<file path="config.mk">
export PLATFORM = sky130hd
export DESIGN_NAME = touch_sample_qualifier
export DESIGN_NICKNAME = d
export VERILOG_FILES = /design/src/rtl/core/tsq_pkg.sv /design/src/rtl/core/touch_sample_qualifier.sv
export SDC_FILE = /design/constraint.sdc
export NUM_CORES = 1
export LEC_CHECK = 0
export BUFFER_PORTS_ARGS = -buffer_cell sky130_fd_sc_hd__buf_4
export CAP_MARGIN = 15
export CORE_MARGIN = 2
export CORE_UTILIZATION = 53
export CTS_BUF_LIST = sky130_fd_sc_hd__clkbuf_2
export DETAILED_ROUTE_END_ITERATION = 12
export GPL_TIMING_DRIVEN = 0
export PLACE_DENSITY = 0.75
export SYNTH_ARGS = -nofsm -noshare
export SYNTH_HDL_FRONTEND = slang
export SYNTH_SLANG_ARGS = --single-unit
</file>
<file path="constraint.sdc">
create_clock -name clk -period 11.7 [get_ports clk]
set_input_delay 1.17 -clock clk [delete_from_list [all_inputs] [get_ports clk]]
set_output_delay 1.17 -clock clk [all_outputs]
set_load 0.05 [all_outputs]
</file>
<file path="src/rtl/core/tsq_pkg.sv">
// Shared constants for the touch sample qualifier: register indexes, reset
// values, result codes and field widths.
// No dependencies.
package tsq_pkg;

	// Default coordinate width of the controller
	localparam int COORD_BITS_DEF = 12;

	// Fixed field widths
	localparam int SIZE_BITS    = 12;
	localparam int CONFIRM_BITS = 8;
	localparam int STAMP_BITS   = 32;
	localparam int COUNT_BITS   = 4;
	localparam int REG_IDX_BITS = 3;
	localparam int CFG_BITS     = 12;
	localparam int S_DATA_BITS  = 72;
	localparam int M_DATA_BITS  = 96;

	// Register indexes
	localparam logic [REG_IDX_BITS-1:0] REG_NATIVE_WIDTH    = 3'd0;
	localparam logic [REG_IDX_BITS-1:0] REG_NATIVE_HEIGHT   = 3'd1;
	localparam logic [REG_IDX_BITS-1:0] REG_ROTATION        = 3'd2;
	localparam logic [REG_IDX_BITS-1:0] REG_INVERT_X        = 3'd3;
	localparam logic [REG_IDX_BITS-1:0] REG_INVERT_Y        = 3'd4;
	localparam logic [REG_IDX_BITS-1:0] REG_RELEASE_CONFIRM = 3'd5;
	localparam logic [REG_IDX_BITS-1:0] REG_JUMP_THRESHOLD  = 3'd6;

	// Register reset values
	localparam logic [SIZE_BITS-1:0]    RST_NATIVE_WIDTH    = 12'd320;
	localparam logic [SIZE_BITS-1:0]    RST_NATIVE_HEIGHT   = 12'd480;
	localparam logic [CONFIRM_BITS-1:0] RST_RELEASE_CONFIRM = 8'd2;
	localparam logic [SIZE_BITS-1:0]    RST_JUMP_THRESHOLD  = 12'd60;

	// Contact count limit
	localparam logic [COUNT_BITS-1:0] MAX_POINTS = 4'd2;

	// Rotation codes
	localparam logic [1:0] ROT_0   = 2'd0;
	localparam logic [1:0] ROT_90  = 2'd1;
	localparam logic [1:0] ROT_180 = 2'd2;
	localparam logic [1:0] ROT_270 = 2'd3;

	// Event codes
	localparam logic [1:0] EV_NONE = 2'd0;
	localparam logic [1:0] EV_DOWN = 2'd1;
	localparam logic [1:0] EV_UP   = 2'd2;

	// Sample classes
	localparam logic [1:0] CLS_OK    = 2'd0;
	localparam logic [1:0] CLS_BUS   = 2'd1;
	localparam logic [1:0] CLS_COUNT = 2'd2;
	localparam logic [1:0] CLS_RANGE = 2'd3;

endpackage

</file>
<file path="src/rtl/core/touch_sample_qualifier.sv">
// Touch sample qualifier top level: input register, qualification and
// screen mapping logic, result register. Depends on tsq_pkg.
//
// Usage: each status burst read from the touch controller enters on the
// s_* stream (s_tuser carries the bus-read flag). The block rejects failed
// reads, contact counts above two and points outside the panel, tracks the
// confirmed contact state with a release debounce, flags jumps and bridged
// dropouts, and returns one result per request on the m_* stream
// (m_tuser: sample class). Each result holds the held raw point and
// that point rotated, mirrored and clamped to the screen.
// A request is captured in the input register, then moves into the result
// register once that slot is free and is held there until it is taken.
// Throughput: one request per cycle while the receiver takes results, set
// by the single qualification pass between the two registers; contact
// state updates as an item leaves the input register.
// Reset: configuration returns to its defaults (320 x 480, no rotation,
// release after 2 empty samples, jump limit 60) and contact state clears.
// When the receiver stalls, the result register holds, the input register
// still takes one more request, and s_tready then drops until the result
// is taken. Configuration writes on wr_* take effect at once; the user must
// make them while no request is in flight; the block does not enforce this.
module touch_sample_qualifier #(
	parameter int COORD_BITS = tsq_pkg::COORD_BITS_DEF
) (
	input  logic                                   clk,
	input  logic                                   arst_n,
	// Configuration write port
	input  logic                                   wr_en,
	input  logic [tsq_pkg::REG_IDX_BITS-1:0]       wr_index,
	input  logic [tsq_pkg::CFG_BITS-1:0]           wr_data,
	// Sample input stream
	input  logic                                   s_tvalid,
	output logic                                   s_tready,
	// status_byte, x_high, x_low, y_high, y_low, time_us
	input  logic [tsq_pkg::S_DATA_BITS-1:0]        s_tdata,
	// read_ok
	input  logic                                   s_tuser,
	// Result output stream
	output logic                                   m_tvalid,
	input  logic                                   m_tready,
	// event_res, jump_seen, dropout_bridged, touching, point_count, raw_x,
	// raw_y, screen_x, screen_y, down_time, zero pad
	output logic [tsq_pkg::M_DATA_BITS-1:0]        m_tdata,
	// sample_class
	output logic [1:0]                             m_tuser
);

	localparam int SB = tsq_pkg::SIZE_BITS;
	localparam int MW = (COORD_BITS > SB) ? COORD_BITS : SB;
	localparam int SW = MW + 3;
	localparam int PAD_BITS = tsq_pkg::M_DATA_BITS - 89;

	// Configuration registers
	logic [SB-1:0]                      native_width_q;
	logic [SB-1:0]                      native_height_q;
	logic [1:0]                         rotation_q;
	logic                               invert_x_q;
	logic                               invert_y_q;
	logic [tsq_pkg::CONFIRM_BITS-1:0]   release_confirm_q;
	logic [SB-1:0]                      jump_threshold_q;

	// Contact state
	logic                               held_q;
	logic [tsq_pkg::CONFIRM_BITS-1:0]   empty_q;
	logic [COORD_BITS-1:0]              hx_q;
	logic [COORD_BITS-1:0]              hy_q;
	logic [tsq_pkg::STAMP_BITS-1:0]     stamp_q;

	// Input register
	logic                               valid_s1;
	logic                               ok_s1;
	logic [tsq_pkg::COUNT_BITS-1:0]     count_s1;
	logic [COORD_BITS-1:0]              x_s1;
	logic [COORD_BITS-1:0]              y_s1;
	logic [tsq_pkg::STAMP_BITS-1:0]     time_s1;

	// Result register
	logic                               valid_s2;
	logic [1:0]                         ev_s2;
	logic [1:0]                         cls_s2;
	logic                               jump_s2;
	logic                               drop_s2;
	logic                               touch_s2;
	logic [tsq_pkg::COUNT_BITS-1:0]     pc_s2;
	logic [SB-1:0]                      rx_s2;
	logic [SB-1:0]                      ry_s2;
	logic [SB-1:0]                      sx_s2;
	logic [SB-1:0]                      sy_s2;
	logic [tsq_pkg::STAMP_BITS-1:0]     down_s2;

	// Next-state and result logic
	logic                               advance;
	logic                               held_n;
	logic [tsq_pkg::CONFIRM_BITS-1:0]   empty_n;
	logic [tsq_pkg::CONFIRM_BITS-1:0]   empty_inc;
	logic [COORD_BITS-1:0]              hx_n;
	logic [COORD_BITS-1:0]              hy_n;
	logic [tsq_pkg::STAMP_BITS-1:0]     stamp_n;
	logic [1:0]                         ev_n;
	logic [1:0]                         cls_n;
	logic                               jump_n;
	logic                               drop_n;
	logic [tsq_pkg::COUNT_BITS-1:0]     pc_n;
	logic                               out_range;
	logic [COORD_BITS-1:0]              dx;
	logic [COORD_BITS-1:0]              dy;
	logic signed [SW-1:0]               nw_s;
	logic signed [SW-1:0]               nh_s;
	logic signed [SW-1:0]               px_s;
	logic signed [SW-1:0]               py_s;
	logic signed [SW-1:0]               mx;
	logic signed [SW-1:0]               my;
	logic signed [SW-1:0]               mx_i;
	logic signed [SW-1:0]               my_i;
	logic [SB-1:0]                      sw;
	logic [SB-1:0]                      sh;
	logic [SB-1:0]                      sx_n;
	logic [SB-1:0]                      sy_n;

	// Clamp a mapped coordinate to [0, size-1]; a zero size gives zero
	function automatic logic [SB-1:0] clamp_axis(input logic signed [SW-1:0] v,
		input logic [SB-1:0] size);
		logic signed [SW-1:0] size_s;
		logic [SB-1:0]        res;
		size_s = $signed(SW'(size));
		if (size == '0) begin
			res = '0;
		end else if (v < 0) begin
			res = '0;
		end else if (v >= size_s) begin
			res = size - SB'(1);
		end else begin
			res = v[SB-1:0];
		end
		return res;
	endfunction

	// Move an item out of the input register when the result slot frees
	assign advance  = valid_s1 && (!valid_s2 || m_tready);
	assign s_tready = !valid_s1 || advance;

	// Hold configuration; write one register per enabled cycle
	always_ff @(posedge clk or negedge arst_n) begin
		if (!arst_n) begin
			native_width_q    <= tsq_pkg::RST_NATIVE_WIDTH;
			native_height_q   <= tsq_pkg::RST_NATIVE_HEIGHT;
			rotation_q        <= tsq_pkg::ROT_0;
			invert_x_q        <= 1'b0;
			invert_y_q        <= 1'b0;
			release_confirm_q <= tsq_pkg::RST_RELEASE_CONFIRM;
			jump_threshold_q  <= tsq_pkg::RST_JUMP_THRESHOLD;
		end else if (wr_en) begin
			unique case (wr_index)
				tsq_pkg::REG_NATIVE_WIDTH:    native_width_q    <= wr_data;
				tsq_pkg::REG_NATIVE_HEIGHT:   native_height_q   <= wr_data;
				tsq_pkg::REG_ROTATION:        rotation_q        <= wr_data[1:0];
				tsq_pkg::REG_INVERT_X:        invert_x_q        <= wr_data[0];
				tsq_pkg::REG_INVERT_Y:        invert_y_q        <= wr_data[0];
				tsq_pkg::REG_RELEASE_CONFIRM: release_confirm_q <= wr_data[7:0];
				tsq_pkg::REG_JUMP_THRESHOLD:  jump_threshold_q  <= wr_data;
				default: ;
			endcase
		end
	end

	// Capture the request into the input register
	always_ff @(posedge clk or negedge arst_n) begin
		if (!arst_n) begin
			valid_s1 <= 1'b0;
		end else if (s_tready) begin
			valid_s1 <= s_tvalid;
		end
	end

	always_ff @(posedge clk) begin
		if (s_tvalid && s_tready) begin
			ok_s1    <= s_tuser;
			count_s1 <= s_tdata[3:0];
			x_s1     <= COORD_BITS'({s_tdata[15:8], s_tdata[23:16]});
			y_s1     <= COORD_BITS'({s_tdata[31:24], s_tdata[39:32]});
			time_s1  <= s_tdata[71:40];
		end
	end

	// Qualify the sample and work out the next contact state
	always_comb begin
		empty_inc = (empty_q == '1) ? empty_q : empty_q + 1'b1;
		out_range = (MW'(x_s1) >= MW'(native_width_q)) ||
			(MW'(y_s1) >= MW'(native_height_q));
		dx = (x_s1 > hx_q) ? x_s1 - hx_q : hx_q - x_s1;
		dy = (y_s1 > hy_q) ? y_s1 - hy_q : hy_q - y_s1;
		held_n  = held_q;
		empty_n = empty_q;
		hx_n    = hx_q;
		hy_n    = hy_q;
		stamp_n = stamp_q;
		ev_n    = tsq_pkg::EV_NONE;
		cls_n   = tsq_pkg::CLS_OK;
		jump_n  = 1'b0;
		drop_n  = 1'b0;
		pc_n    = count_s1;
		priority if (!ok_s1) begin
			cls_n = tsq_pkg::CLS_BUS;
			pc_n  = '0;
		end else if (count_s1 > tsq_pkg::MAX_POINTS) begin
			cls_n = tsq_pkg::CLS_COUNT;
		end else if (count_s1 == '0) begin
			// Count empty samples while held; release once confirmed
			if (held_q) begin
				if (empty_inc >= release_confirm_q) begin
					held_n  = 1'b0;
					empty_n = '0;
					ev_n    = tsq_pkg::EV_UP;
				end else begin
					empty_n = empty_inc;
				end
			end else begin
				empty_n = '0;
			end
		end else if (out_range) begin
			cls_n = tsq_pkg::CLS_RANGE;
		end else begin
			drop_n  = held_q && (empty_q != '0);
			empty_n = '0;
			if (held_q) begin
				jump_n = (MW'(dx) > MW'(jump_threshold_q)) ||
					(MW'(dy) > MW'(jump_threshold_q));
			end else begin
				held_n  = 1'b1;
				stamp_n = time_s1;
				ev_n    = tsq_pkg::EV_DOWN;
			end
			hx_n = x_s1;
			hy_n = y_s1;
		end
	end

	// Rotate, mirror and clamp the held point
	always_comb begin
		nw_s = $signed(SW'(native_width_q));
		nh_s = $signed(SW'(native_height_q));
		px_s = $signed(SW'(hx_n));
		py_s = $signed(SW'(hy_n));
		unique case (rotation_q)
			tsq_pkg::ROT_0: begin
				mx = px_s;
				my = py_s;
			end
			tsq_pkg::ROT_90: begin
				mx = py_s;
				my = nw_s - SW'(1) - px_s;
			end
			tsq_pkg::ROT_180: begin
				mx = nw_s - SW'(1) - px_s;
				my = nh_s - SW'(1) - py_s;
			end
			tsq_pkg::ROT_270: begin
				mx = nh_s - SW'(1) - py_s;
				my = px_s;
			end
		endcase
		sw   = rotation_q[0] ? native_height_q : native_width_q;
		sh   = rotation_q[0] ? native_width_q : native_height_q;
		mx_i = invert_x_q ? $signed(SW'(sw)) - SW'(1) - mx : mx;
		my_i = invert_y_q ? $signed(SW'(sh)) - SW'(1) - my : my;
		sx_n = clamp_axis(mx_i, sw);
		sy_n = clamp_axis(my_i, sh);
	end

	// Advance contact state as an item is processed
	always_ff @(posedge clk or negedge arst_n) begin
		if (!arst_n) begin
			held_q  <= 1'b0;
			empty_q <= '0;
			hx_q    <= '0;
			hy_q    <= '0;
			stamp_q <= '0;
		end else if (advance) begin
			held_q  <= held_n;
			empty_q <= empty_n;
			hx_q    <= hx_n;
			hy_q    <= hy_n;
			stamp_q <= stamp_n;
		end
	end

	// Hold the result until the receiver takes it
	always_ff @(posedge clk or negedge arst_n) begin
		if (!arst_n) begin
			valid_s2 <= 1'b0;
		end else if (advance) begin
			valid_s2 <= 1'b1;
		end else if (m_tready) begin
			valid_s2 <= 1'b0;
		end
	end

	always_ff @(posedge clk) begin
		if (advance) begin
			ev_s2    <= ev_n;
			cls_s2   <= cls_n;
			jump_s2  <= jump_n;
			drop_s2  <= drop_n;
			touch_s2 <= held_n;
			pc_s2    <= pc_n;
			rx_s2    <= MW'(hx_n) & MW'({SB{1'b1}});
			ry_s2    <= MW'(hy_n) & MW'({SB{1'b1}});
			sx_s2    <= sx_n;
			sy_s2    <= sy_n;
			down_s2  <= stamp_n;
		end
	end

	// Pack the result
	assign m_tvalid = valid_s2;
	assign m_tuser  = cls_s2;
	assign m_tdata  = {{PAD_BITS{1'b0}}, down_s2, sy_s2, sx_s2, ry_s2, rx_s2, pc_s2,
		touch_s2, drop_s2, jump_s2, ev_s2};

`ifndef SYNTH
	// A touch-down result always reports contact held
	a_down_touching: assert property (@(posedge clk) disable iff (!arst_n)
		m_tvalid && (m_tdata[1:0] == tsq_pkg::EV_DOWN) |-> m_tdata[4])
		else $error("touch down reported without contact");

	// A touch-up result always reports contact released
	a_up_released: assert property (@(posedge clk) disable iff (!arst_n)
		m_tvalid && (m_tdata[1:0] == tsq_pkg::EV_UP) |-> !m_tdata[4])
		else $error("touch up reported with contact held");

	// A rejected sample carries no event, jump or dropout flag
	a_reject_quiet: assert property (@(posedge clk) disable iff (!arst_n)
		m_tvalid && (m_tuser != tsq_pkg::CLS_OK) |-> (m_tdata[3:0] == 4'd0))
		else $error("rejected sample carries flags");

	// An empty result slot never blocks the input
	a_ready_free: assert property (@(posedge clk) disable iff (!arst_n)
		!m_tvalid |-> s_tready)
		else $error("input stalled with empty result slot");
`endif

endmodule
</file>
* Yosys cells after proc, flatten, opt, wreduce, memory -nomap -nowiden
Cells that the tools add are included.
** Cells by class
- Reduce and logical (&&, ||, !) cells :: 29
- Order comparisons :: 12
- Div/mod/pow operators :: 0
- Equal/unequal tests :: 11
- $mul :: 0
- Bitwise operators :: 3
- Mux-type cells :: 44
- Shift-type cells :: 0
- Add/sub/neg operators :: 15
** Operators with widths (count)
- $mux 12 :: 14
- $mux 32 :: 5
- $pmux 15 s4 :: 2
- $sub 12x1->13 const B :: 4
- $gt 12x12->1 :: 4
- $sub 12x12->12 :: 4
- $mux 8 :: 5
- $ge 15x13->1 :: 2
- $lt 15x1->1 const B :: 2
- $mux 15 :: 2
- $sub 13x15->15 :: 2
- $sub 13x13->14 :: 2
- $ge 12x12->1 :: 2
- $logic_not 12->1 :: 2
- $sub 12x1->12 const B :: 2
- $reduce_and 2->1 :: 7
- $mux 2 :: 6
- $mux 1 :: 10
- $eq 3x3->1 const B :: 3
- $add 8x1->8 const B :: 1
- $eq 8x8->1 const B :: 1
- $ge 8x8->1 :: 1
- $reduce_bool 8->1 :: 1
- $eq 3x2->1 const B :: 2
- 17 further kinds :: 28
** Storage, ports and cells
- ROM bits :: 0
- Memory bits (writable) :: 0
- Output and inout port bits :: 100
- Bits in registers :: 267
- Bits in latches :: 0
- Word-level logic and storage cells :: 144
- Memories :: 0

* Longest topological paths before layout
- Depth in word-level cells :: 12
- Gate-level depth with buffers :: 40
- Gate-level depth less buffers :: 37

* Worst setup path after synthesis
Ideal clock, no wire load.
- Path type :: register to register
- Start :: reg native_height_q[6]
- End :: reg sx_s2[1] (data pin)
- Data required time :: 11.444 ns
- Cell stages (with the launch flop) :: 36
- Slack :: 3.900 ns
- Clock period less this slack :: 7.800 ns
- Path buffers :: 2
- Arrival :: 7.544 ns
- Cells stage by stage :: dfstp_2 -> clkbuf_1 -> inv_1 -> ha_1 -> nand2_1 -> nor3_1 -> a21oi_1 -> o21ai_0 -> nor2_2 -> buf_2 -> a21oi_1 -> inv_1 -> ha_1 -> fa_1 -> nand2b_1 -> a211oi_1 -> nor2_1 -> xor2_1 -> mux4_2 -> ha_1 -> or2_2 -> a21oi_1 -> nor2b_1 -> a21oi_1 -> o21bai_1 -> mux2i_1 -> a311oi_1 -> ha_1 -> nand2_1 -> a21oi_1 -> a2111oi_0 -> o21ai_0 -> o31ai_1 -> and2_1 -> nor3_2 -> a22o_1
** On the way
- Word-level cells in the longest chain between the ends :: 12
** RTL lines
- start: declaration :: line touch_sample_qualifier.sv:55 : logic [SB-1:0] native_height_q;
- start signal: assignment :: line touch_sample_qualifier.sv:146 : native_height_q <= tsq_pkg::RST_NATIVE_HEIGHT;
- start signal: assignment :: line touch_sample_qualifier.sv:155 : tsq_pkg::REG_NATIVE_HEIGHT: native_height_q <= wr_data;
- $ge 12x12->1 * :: line touch_sample_qualifier.sv:189 : (MW'(y_s1) >= MW'(native_height_q));
- $logic_or 1x1->1 * :: line touch_sample_qualifier.sv:188 : out_range = (MW'(x_s1) >= MW'(native_width_q)) ||
- $mux 12 * :: line touch_sample_qualifier.sv:220 : end else if (out_range) begin
- $mux 12 * :: line touch_sample_qualifier.sv:207 : end else if (count_s1 == '0) begin
- $mux 12 * :: line touch_sample_qualifier.sv:205 : end else if (count_s1 > tsq_pkg::MAX_POINTS) begin
- $mux 12 * :: line touch_sample_qualifier.sv:202 : priority if (!ok_s1) begin
- named net hx_n[0] :: line touch_sample_qualifier.sv:96 : logic [COORD_BITS-1:0] hx_n;
- $sub 13x13->14 :: line touch_sample_qualifier.sv:254 : mx = nw_s - SW'(1) - px_s;
- $pmux 15 s4 * :: line touch_sample_qualifier.sv:244 : unique case (rotation_q)
- $sub 13x15->15 :: line touch_sample_qualifier.sv:264 : mx_i = invert_x_q ? $signed(SW'(sw)) - SW'(1) - mx : mx;
- $mux 15 * :: line touch_sample_qualifier.sv:264
- $ge 15x13->1 / $lt 15x1->1 (equally long branches) :: line touch_sample_qualifier.sv:130, touch_sample_qualifier.sv:128
- $mux 12 / $reduce_or 2->1 (equally long branches)
- end signal: assignment :: line touch_sample_qualifier.sv:308 : sx_s2 <= sx_n;
- end: declaration :: line touch_sample_qualifier.sv:87 : logic [SB-1:0] sx_s2;
Mark *: on every way through the listed nets, which the timed path passes. The rest lies on a longest branch.
A chain may end at the register's enable or synchronous reset.

* Final worst setup path
- Start :: reg native_height_q[6]
- End :: reg sx_s2[9] (data pin)
** On the way
- Word-level cells in the longest chain between the ends :: 12
** RTL lines (line)
- $ge 12x12->1 :: touch_sample_qualifier.sv:189
- $logic_or 1x1->1 :: touch_sample_qualifier.sv:188
- $mux 12 :: touch_sample_qualifier.sv:220
- $mux 12 :: touch_sample_qualifier.sv:207
- $mux 12 :: touch_sample_qualifier.sv:205
- $mux 12 :: touch_sample_qualifier.sv:202
- $sub 13x13->14 (on tied branches) :: touch_sample_qualifier.sv:258, touch_sample_qualifier.sv:254
- $pmux 15 s4 :: touch_sample_qualifier.sv:244
- $sub 13x15->15 :: touch_sample_qualifier.sv:264
- $mux 15 :: touch_sample_qualifier.sv:264
- $ge 15x13->1 / $lt 15x1->1 (equally long branches) :: touch_sample_qualifier.sv:130, touch_sample_qualifier.sv:128
- $mux 12 / $reduce_or 2->1 (equally long branches)
Several ways; a longest one is shown, not always the timed one.

==> reports/results.txt <==
DR DRC count - 0
Final min period - 10.51 ns
Initial antenna violation count - 1
Routed Antenna Nets - 0
Internal power - 3.25 mW
RSZ-0062 raised after global routing - no
Die ar. - 37400 um2
Slew @ Worst Pin - 1.03 ns
DRT Pass-1 Iters - 6
TritonCTS buffer count - 70
WL final - 56100 um
Hold Buf Count CTS - 0
Final Cycle Share - 0.898
Synth warn - 0
Final Setup Violations - 0
Vias in the first global route - 15700
CTS Buffer Depth - 3
Mean post-synth cell area - 9.98 um2
Leading cell types in the layout, fill and taps excluded - 184 x ha_1, 182 x buf_4, 164 x inv_1
Final Util - 0.610
Area grow syn2layout - 13.8%
Max FO, Critical Path - 10
GR Overflow Total - 0
Reg power frac - 0.225
Most frequent CP cell - a21oi_1
Final nets - 2445
DR vias - 15900
Number of port buffers - 173
PwrDens - 296 nW/um2
Setup CP Type - reg -> reg
Sw Share - 0.493
GPL Wtd Cong - 1.02
Crit-path max cell delay - 0.79 ns
Psw - 3.17 mW
EDFF count, synth - 152
Post-CTS Setup Inserts - 0
Pins Over Slew Limit - 0
Worst hold path type - in -> async
DP HPWL - 43700 um
Synth Register Bits - 267
Netlist cell types - 91
Worst path slowest cell - a21oi_1
Clock power share - 0.105
Commonest non-fill, non-tap cell in the layout - ha_1
Worst EP required - 12.34 ns
CP Launch Point - native_height_q[6]
Data arrival, critical path - 11.15 ns
Critical Path End Type - flip-flop
Routed len/inst - 20.9 um
Initial Utilization - 0.536
Setup total negative slack - 0 ns
Clock Skew - 0.124 ns
Fmax - 95.1 MHz
Synth Instances - 1907
First-pass GRT wire length - 86700 um
Max VDD drop - 206 uV
Initial DRC Count - 1198
Cells on worst reg2reg path - 35
PostCTS Resize Cnt - 0
Crit path to - sx_s2[9]
Clock latency on the worst-skew pair - 0.98 ns
Core footprint - 35500 um2
CP Launch Type - flip-flop
FF-to-FF Start - native_height_q[6]
Die H - 193 um
Leakage - 9.81 nW
Mapped cell area - 19000 um2
Main synth FF type - edfxtp_1
Overall Global Routing Usage - 0.295
Seq/Total Area, Yosys - 0.392
Die outline width - 193 um
IO Pins - 193
Fin. Hold Viols - 0
Largest net degree at the start of global routing - 86
Share of cells above drive strength 1 - 0.218
Slew HR - 0.316
Clock slew seen by the registers of the worst setup and hold paths - 0.12 ns
Row count - 69
Asr flop ratio synth - 0.431
CTS tree - yes
FF-to-FF End - sx_s2[9]
Flop2flop setup slack - 1.19 ns
Clk root buf - clkbuf_2
Fillcell total - 3032
# H-tree levels - 3
Maxcap violations - 0
Comb power frac - 0.671
Outcome - finished clean
Vias per cell - 5.92
Sink Count - 267
power groups by stage:
stage | logic (mW) | clock network [mW] | registers (mW)
2_1_floorplan | 2.81 | 0 | 1.73
3_3_place_gp | 4.07 | 0 | 1.45
3_5_place_dp | 4.19 | 0 | 1.46
4_1_cts | 4.22 | 0.693 | 1.44
5_1_grt | 4.67 | 0.734 | 1.47
6_report | 4.30 | 0.671 | 1.44
cells by family (layout without fill, tap and decap cells):
kind of cell,count (synthesis),count (layout),synth area share
compound gates,508,508,0.170
xor+xnor,90,90,0.0414
fa+ha+maj,192,192,0.129
buf+inv,231,533,0.0516
flops,267,267,0.392
mux,148,148,0.0948
other cells,1,8,0.000197
simple gates,470,470,0.121
registers in the layout, indices dropped and copies added (netlist names), 12 cells and up:
register / flops
x_s1: 12
ry_s2: 12
hy_q: 12
native_width_q: 12
jump_threshold_q: 12
time_s1: 32
down_s2: 32
y_s1: 12
sy_s2: 12
hx_q: 12
native_height_q: 12
sx_s2: 12
stamp_q: 32
rx_s2: 12
synthesized netlist by cell type, types with 8 or more instances:
| master | count | area (um2) |
|---|---|---|
| nor3_1 | 47 | 235 |
| o211ai_1 | 11 | 82.6 |
| o21bai_1 | 14 | 105 |
| nand2b_1 | 28 | 175 |
| and3_1 | 14 | 87.6 |
| ha_1 | 184 | 2300 |
| a21o_1 | 48 | 360 |
| a211oi_1 | 19 | 143 |
| nand2_1 | 135 | 507 |
| mux2_2 | 94 | 1060 |
| or2_2 | 13 | 81.3 |
| and2_1 | 14 | 87.6 |
| dfrtp_1 | 104 | 2600 |
| a31oi_1 | 11 | 68.8 |
| nor2b_1 | 16 | 100 |
| edfxtp_1 | 152 | 4560 |
| o21a_1 | 18 | 135 |
| xor2_1 | 26 | 228 |
| xnor2_1 | 64 | 561 |
| fa_1 | 8 | 160 |
| mux4_2 | 16 | 360 |
| nand3_1 | 33 | 165 |
| nor2_1 | 107 | 402 |
| inv_1 | 164 | 616 |
| or3_1 | 9 | 56.3 |
| dfstp_2 | 11 | 289 |
| a21oi_1 | 162 | 811 |
| a22o_1 | 14 | 123 |
| buf_2 | 10 | 50.1 |
| buf_4 | 10 | 75.1 |
| mux2i_1 | 37 | 370 |
| o21ai_0 | 123 | 616 |
| nand4_1 | 21 | 131 |
| clkbuf_1 | 35 | 131 |
metrics by stage:
stage | instances | hold slack, ns | total power [mW] | instance area (um2) | setup WS, ns
after CTS | 2676 | 0.0205 | 6.36 | 21600 | 1.45
after global placement | 2547 | 0.464 | 5.53 | 20900 | 1.57
after floorplan | 1913 | 0.450 | 4.54 | 19000 | 3.90
after detailed placement | 2549 | 0.489 | 5.65 | 21000 | 1.54
final | 2677 | 0.0993 | 6.42 | 21600 | 1.19
after global routing | 2677 | 0.0645 | 6.88 | 21600 | 0.673
area by class of cell:
type	instances	area [um2]	share of cell area
multi-input cells	1415	10600	0.490
repair buffers	175	1360	0.0627
clock buffers	103	515	0.0238
plain buffers	65	363	0.0168
inverters	166	623	0.0288
well taps	461	577	0.0266
diodes	1	2.50	0.000116
clock inverters	24	144	0.00665
flip-flops and latches	267	7460	0.344
worst max-delay path, delay by kind of cell (launching register included):
kind,cells,cell delay (ns)
and+or+nand+nor,8,1.53
muxes,2,0.46
DFF,1,0.53
AOI/OAI and AO/OA,17,5.11
xor gates and xnor gates,1,0.13
adders and majority gates,4,1.34
buffers and inverters,3,1.06
metal layers:
layer	vias up	track usage	routed length, um
met5	-	0	0
met4	0	0.163	3160
met3	171	0.0706	4470
met2	679	0.481	26100
met1	7528	0.361	22300
li1	7482	-	-
how the worst min path moves through the flow:
stage,cells after the start,slack (ns),endpoint,start
after floorplan,1,0.45,m_tvalid,valid_s1
after global placement,1,0.46,m_tvalid,valid_s1
after detailed placement,1,0.49,m_tvalid,valid_s1
after CTS,1,0.02,stamp_q[21],arst_n
after global routing,1,0.06,stamp_q[21],arst_n
final,1,0.1,stamp_q[21],arst_n
No activity file was read; power rests on OpenSTA's default activity.
